--- config.mk ---
export PLATFORM = sky130hd
export DESIGN_NAME = float_add_sub_truncating
export DESIGN_NICKNAME = d
export VERILOG_FILES = /design/src/hw/rtl/fas_pkg.sv /design/src/hw/rtl/float_add_sub_truncating.sv
export SDC_FILE = /design/constraint.sdc
export NUM_CORES = 1
export LEC_CHECK = 0
export ABC_AREA = 1
export BUFFER_PORTS_ARGS = -buffer_cell sky130_fd_sc_hd__clkbuf_2
export CORE_UTILIZATION = 40
export DETAILED_ROUTE_END_ITERATION = 8
export PLACE_DENSITY = 0.56
export REMOVE_ABC_BUFFERS = 1
export SKIP_CTS_REPAIR_TIMING = 1
export SYNTH_ARGS = -nofsm -noshare
export SYNTH_HDL_FRONTEND = slang
export SYNTH_SLANG_ARGS = --single-unit
--- constraint.sdc ---
create_clock -name clock -period 7.03 [get_ports clock]
set_input_delay 0.3515 -clock clock [delete_from_list [all_inputs] [get_ports clock]]
set_output_delay 0.3515 -clock clock [all_outputs]
set_load 0.005 [all_outputs]
--- src/hw/rtl/fas_pkg.sv ---
// Package with types and constants shared by the truncating float adder.
package fas_pkg;

   localparam int unsigned MantWidth = 24;
   localparam int unsigned WorkWidth = 28;
   localparam logic [31:0] MaxFinite = 32'h7F7F_FFFF;

   typedef enum logic {
      OP_ADD = 1'b0,
      OP_SUB = 1'b1
   } op_type;

   // Aligned operands after the first stage.
   typedef struct packed {
      logic                 zero_out;
      logic                 sign_zero;
      logic                 sign_big;
      logic                 eff_sub;
      logic [8:0]           exp_big;
      logic [WorkWidth-1:0] big_mag;
      logic [WorkWidth-1:0] small_mag;
   } align_type;

   // Raw sum after the second stage.
   typedef struct packed {
      logic                 zero_out;
      logic                 sign_zero;
      logic                 sign_big;
      logic                 eff_sub;
      logic [8:0]           exp_big;
      logic [WorkWidth-1:0] sum;
   } sum_type;

   // Normalised result ahead of packing.
   typedef struct packed {
      logic        zero_out;
      logic        sign_zero;
      logic        sign_big;
      logic        cancel;
      logic signed [10:0] exp_norm;
      logic [22:0] frac;
   } norm_type;

endpackage

--- src/hw/rtl/float_add_sub_truncating.sv ---
// Pipelined single-precision adder and subtractor rounding toward zero.
// A request passes the registers s1_ff, s2_ff, s3_ff and out_ff before its result is valid.
// Throughput: one request per cycle; a stall freezes the whole pipeline.
// Stages: unpack and align, add or subtract, normalise, pack into output.
// Reset clears the stage valid bits only; the datapath registers keep values.
module float_add_sub_truncating (
   input  logic        clock,
   input  logic        reset,
   input  logic        req_valid,
   output logic        req_stall,
   input  logic        req_op,
   input  logic [31:0] req_first_operand,
   input  logic [31:0] req_second_operand,
   output logic        rsp_valid,
   input  logic        rsp_stall,
   output logic [31:0] rsp_sum_word
);

   localparam int unsigned WW = fas_pkg::WorkWidth;

   fas_pkg::align_type s1_ff, s1_in;
   fas_pkg::sum_type   s2_ff, s2_in;
   fas_pkg::norm_type  s3_ff, s3_in;
   logic [31:0]        out_ff, out_in;
   logic [3:0]         vld_ff;
   logic               adv;

   // The whole pipeline moves unless a finished result is held back.
   assign adv       = !(vld_ff[3] && rsp_stall);
   assign req_stall = !adv;
   assign rsp_valid = vld_ff[3];
   assign rsp_sum_word = out_ff;

   // Stage one: unpack, order by magnitude and align the smaller operand.
   always_comb begin
      logic        sa, sb, a_big;
      logic [7:0]  ea, eb, eb_big, es;
      logic [23:0] ma, mb, mbg, msm;
      logic [7:0]  d;
      logic [WW-1:0] sm, lostmask;
      sa = req_first_operand[31];
      sb = req_second_operand[31] ^ (fas_pkg::op_type'(req_op) == fas_pkg::OP_SUB);
      ea = req_first_operand[30:23];
      eb = req_second_operand[30:23];
      ma = (ea == 8'd0) ? 24'd0 : {1'b1, req_first_operand[22:0]};
      mb = (eb == 8'd0) ? 24'd0 : {1'b1, req_second_operand[22:0]};
      a_big = (ea > eb) || ((ea == eb) && (ma >= mb));
      eb_big = a_big ? ea : eb;
      es  = a_big ? eb : ea;
      mbg = a_big ? ma : mb;
      msm = a_big ? mb : ma;
      d = eb_big - es;
      sm = {1'b0, msm, 3'b000};
      lostmask = '0;
      if (msm != 24'd0) begin
         if (d >= 8'd27) begin
            sm = WW'(1);
         end else begin
            lostmask = (WW'(1) << d[4:0]) - WW'(1);
            sm = (sm >> d[4:0]) | WW'((sm & lostmask) != '0);
         end
      end
      s1_in.zero_out  = (ma == 24'd0) && (mb == 24'd0);
      s1_in.sign_zero = sa & sb;
      s1_in.sign_big  = a_big ? sa : sb;
      s1_in.eff_sub   = sa ^ sb;
      s1_in.exp_big   = {1'b0, eb_big};
      s1_in.big_mag   = {1'b0, mbg, 3'b000};
      s1_in.small_mag = sm;
   end

   // Stage two: add or subtract the aligned magnitudes.
   always_comb begin
      s2_in.zero_out  = s1_ff.zero_out;
      s2_in.sign_zero = s1_ff.sign_zero;
      s2_in.sign_big  = s1_ff.sign_big;
      s2_in.eff_sub   = s1_ff.eff_sub;
      s2_in.exp_big   = s1_ff.exp_big;
      s2_in.sum = s1_ff.eff_sub ? (s1_ff.big_mag - s1_ff.small_mag)
                                : (s1_ff.big_mag + s1_ff.small_mag);
   end

   // Stage three: normalise with a leading-one search and adjust the exponent.
   always_comb begin
      logic [4:0]    lz;
      logic [WW-1:0] r;
      lz = 5'd0;
      for (int i = 0; i < 27; i++) begin
         if (s2_ff.sum[i]) lz = 5'(26 - i);
      end
      r = s2_ff.sum;
      s3_in.exp_norm = 11'(s2_ff.exp_big);
      if (s2_ff.sum[WW-1]) begin
         r = (s2_ff.sum >> 1) | WW'(s2_ff.sum[0]);
         s3_in.exp_norm = 11'(s2_ff.exp_big) + 11'sd1;
      end else if (s2_ff.eff_sub) begin
         r = s2_ff.sum << lz;
         s3_in.exp_norm = 11'(s2_ff.exp_big) - 11'(lz);
      end
      s3_in.zero_out  = s2_ff.zero_out;
      s3_in.sign_zero = s2_ff.sign_zero;
      s3_in.sign_big  = s2_ff.sign_big;
      s3_in.cancel    = s2_ff.eff_sub && (s2_ff.sum == '0);
      s3_in.frac      = r[25:3];
   end

   // Stage four: special cases and packing.
   always_comb begin
      priority if (s3_ff.zero_out) begin
         out_in = {s3_ff.sign_zero, 31'd0};
      end else if (s3_ff.cancel) begin
         out_in = 32'd0;
      end else if (s3_ff.exp_norm <= 11'sd0) begin
         out_in = {s3_ff.sign_big, 31'd0};
      end else if (s3_ff.exp_norm >= 11'sd255) begin
         out_in = {s3_ff.sign_big, 31'd0} | fas_pkg::MaxFinite;
      end else begin
         out_in = {s3_ff.sign_big, s3_ff.exp_norm[7:0], s3_ff.frac};
      end
   end

   // Valid bits.
   always_ff @(posedge clock) begin
      if (reset) begin
         vld_ff <= '0;
      end else if (adv) begin
         vld_ff <= {vld_ff[2:0], req_valid};
      end
   end

   // Datapath registers.
   always_ff @(posedge clock) begin
      if (adv) begin
         s1_ff  <= s1_in;
         s2_ff  <= s2_in;
         s3_ff  <= s3_in;
         out_ff <= out_in;
      end
   end

   // A held result must stay put.
   a_hold: assert property (@(posedge clock) disable iff (reset)
      rsp_valid && rsp_stall |=> rsp_valid && $stable(rsp_sum_word))
      else $error("result changed while stalled");

   // Stall follows only from the output register.
   a_stall: assert property (@(posedge clock) disable iff (reset)
      req_stall |-> rsp_valid && rsp_stall)
      else $error("request stalled without cause");

   // An accepted request reaches the output when no stall holds the pipeline.
   a_lat: assert property (@(posedge clock) disable iff (reset)
      req_valid && !req_stall ##1 !req_stall ##1 !req_stall ##1 !req_stall
      |=> rsp_valid)
      else $error("request lost in pipeline");

endmodule
==> insert_results.sql <==
INSERT INTO impl_metrics (metric_group, metric, value, unit) VALUES
('run_status', 'status', 'completed', ''),
('cts', 'cts_root_buffer', 'clkbuf_16', ''),
('timing', 'worst_slew_margin_rel', '0.3465', ''),
('power', 'power_leakage', '7.110', 'nW'),
('power', 'switching_power', '2.115', 'mW'),
('timing', 'post_route_minimum_period', '5614', 'ps'),
('detailed_routing', 'post-route-drc-count', '0', ''),
('power', 'proportion_of_total_power_due_to_net_switching', '0.4277', ''),
('timing', 'finalCritPeriodShare', '0.7986', ''),
('timing', 'setup-tns-final', '0', 'ps'),
('die', 'floorplan.core_area', '33780', 'um^2'),
('placed_design', 'post-place-cells', '2339', ''),
('timing', 'setup_viol', '0', ''),
('cells_and_area', 'post_route_cells_drive_above_1_share', '0.09932', ''),
('job', 'maxCapViolCount', '0', ''),
('worst_setup_path', 'crit_arrival', '5850', 'ps'),
('cells_and_area', 'regArea', '5245', 'um^2'),
('power', 'clockPowerShare', '0.186', ''),
('worst_setup_path', 'critical_path_buf_inv_count', '3', ''),
('die', 'die_h', '188.1', 'um'),
('synth', 'syn_avg_cell_area', '7.482', 'um^2'),
('synth', 'yosys-top-cells-count', '417 x nand2_1, 212 x inv_1, 176 x nand3_1', ''),
('timing', 'finalHoldViolCount', '0', ''),
('worst_setup_path', 'timing_worst_setup_path_type', 'in -> reg', ''),
('synth', 'netlist_instances', '1852', ''),
('cts', 'clockBufferDepth', '2', ''),
('cts', 'clock_transition_at_path_regs', '60', 'ps'),
('timing', 'achievable-frequency', '178.1', 'MHz'),
('synth', 'ys_ff_latch', '176', ''),
('placed_design', 'place.gp.congestion', '0.9678', ''),
('detailed_routing', 'vias', '12790', ''),
('cells_and_area', 'postLayoutCoreUtil', '0.4525', ''),
('detailed_routing', 'routed_via_density', '5.395', ''),
('synth', 'ys_seq_area_frac', '0.3785', ''),
('cts', 'clk_latency', '440', 'ps'),
('placed_design', 'pre_cts_slack', '1081', 'ps'),
('timing', 'timing.clock.skew', '7.545', 'ps'),
('timing', 'final.setup.worst_slack', '1416', 'ps'),
('placed_design', 'dp.final_hpwl', '29960', 'um'),
('synth', 'synth.lib_cells_used.distinct', '54', ''),
('cells_and_area', 'area_growth', '10.31', '%'),
('cts', 'cts_tree', 'yes', ''),
('synth', 'synth_largest_type_area_fraction', '0.3727', ''),
('detailed_routing', 'detail-route-antenna-nets', '0', ''),
('grt', 'grt_start_max_net_pins', '71', ''),
('detailed_routing', 'postRouteWirelength', '38910', 'um'),
('worst_hold_path', 'hold_path_class', 'in -> reg', ''),
('timing', 'final_max_slew_viol_count', '0', ''),
('power', 'total_power_consumption_of_the_routed_design', '4.945', 'mW'),
('placed_design', 'placement.io_buffers', '102', ''),
('synth', 'synth_warnings', '0', ''),
('synth', 'synthesis.area', '13860', 'um^2'),
('synth', 'cell_with_the_most_instances_after_synthesis', 'nand2_1', ''),
('worst_setup_path', 'timing.critical_path.to_type', 'flip-flop', ''),
('synth', 'leading_register_cell_type_out_of_synthesis', 'edfxtp_1', ''),
('cells_and_area', 'nFillCells', '3484', ''),
('worst_setup_path', 'worst_path_largest_cell_delay', '540', 'ps'),
('grt', 'globalRoute.totalOverflow', '0', ''),
('worst_setup_path', 'timing.critical_path.slowest_stage_cell', 'nor4_1', ''),
('worst_setup_path', 'critical_path.startpoint_type', 'input port', ''),
('worst_setup_path', 'cp.required', '7270', 'ps'),
('die', 'floorplan.initialDensity', '0.4102', ''),
('die', 'num_io_pins', '103', ''),
('cts', 'cts_made_buffers', '17', ''),
('cells_and_area', 'antennaDiodeCount', '0', ''),
('cells_and_area', 'post_layout_cell_count', '2371', ''),
('grt', 'via_count_of_the_first_global_routing_pass', '12120', ''),
('power', 'power.share.combinational', '0.460', ''),
('worst_setup_path', 'cpLargestDelayFamily', 'simple AND/OR/NAND/NOR gates', ''),
('die', 'die_area', '35390', 'um^2'),
('cts', 'htree_levels', '4', '');
==> state kept, by name (all words and copies together) (netlist names) <==
| signal | cells |
|---|---|
| s2_ff | 40 |
| s1_ff | 63 |
| rsp_sum_word | 32 |
| s3_ff | 37 |
| vld_ff | 4 |
==> metrics by stage <==
stage	instance area [um^2]	hold slack, ps
after global placement	14730	401.3
after CTS	15290	94.15
after detailed placement	14730	406.3
after floorplan	13500	400.3
after global routing	15290	113.9
final	15290	119.7
==> cell usage in the layout, fill, tap and decap left out, types with 20 or more instances in the layout <==
cell type  instances
a21oi_1          121
nand3_1          176
inv_1            212
xor2_1            33
clkbuf_2         102
nor2_1           165
o21ai_1           20
nand2_1          416
ha_1              89
nand4_1           23
edfxtp_1         172
nor3_1            37
o22ai_1           26
o21ai_0          135
==> logic make-up (layout without fill, tap and decap cells) <==
group | count (synthesis) | after routing | share of synthesized area
AND/OR/NAND/NOR | 857 | 857 | 0.2656
AO/OA/AOI/OAI | 379 | 379 | 0.1555
buffers and inverters | 301 | 372 | 0.08560
flip-flops | 176 | 176 | 0.3785
adder cells (fa/ha/maj) | 91 | 91 | 0.08325
XOR/XNOR | 35 | 35 | 0.02212
multiplexers | 13 | 13 | 0.009390
==> power groups by stage <==
| stage | Sequential, mW | Combinational [mW] | Clock (mW) |
|---|---|---|---|
| floorplan | 1.73 | 1.58 | 0 |
| finish | 1.75 | 2.28 | 0.922 |
| CTS | 1.75 | 2.25 | 0.949 |
| global placement | 1.77 | 2.23 | 0 |
| detailed placement | 1.77 | 2.24 | 0 |
| global route | 1.79 | 2.58 | 0.982 |
==> per-layer routing <==
metal | wire length [um] | track usage
met5 | 0 | 0
met4 | 1165 | 0.08630
met3 | 1617 | 0.02283
met2 | 18920 | 0.3859
met1 | 17210 | 0.2778
==> final timing paths <==
check                              from                      to  slack, ps  cells past startpoint
setup / recovery  req_first_operand[30]      s1_ff[9]$_DFFE_PN_       1420                     25
setup reg to reg     s2_ff[2]$_DFFE_PN_     s3_ff[27]$_DFFE_PN_       2020                     33
hold / removal                    reset  vld_ff[3]$_SDFFE_PP0N_        120                      2
hold reg to reg     s1_ff[59]$_DFFE_PN_     s2_ff[31]$_DFFE_PN_        420                      0
==> worst register-to-register path: cells and delay by family (launching register included) <==
family	cells	cell delay [ps]
and+or+nand+nor	25	2950
buffers and inverters	2	160
adders and majority gates	2	710
AOI/OAI and AO/OA	4	500
DFF	1	430
==> cell type report <==
type / instances / area share
clock buffers: 17 / 0.02783
clock inverters: 15 / 0.008758
inverters: 220 / 0.05419
multi-input cells: 1375 / 0.4872
flip-flops and latches: 176 / 0.3431
well taps: 448 / 0.03667
repair buffers: 120 / 0.04224
Note: power is estimated with default switching activity, not from simulation.
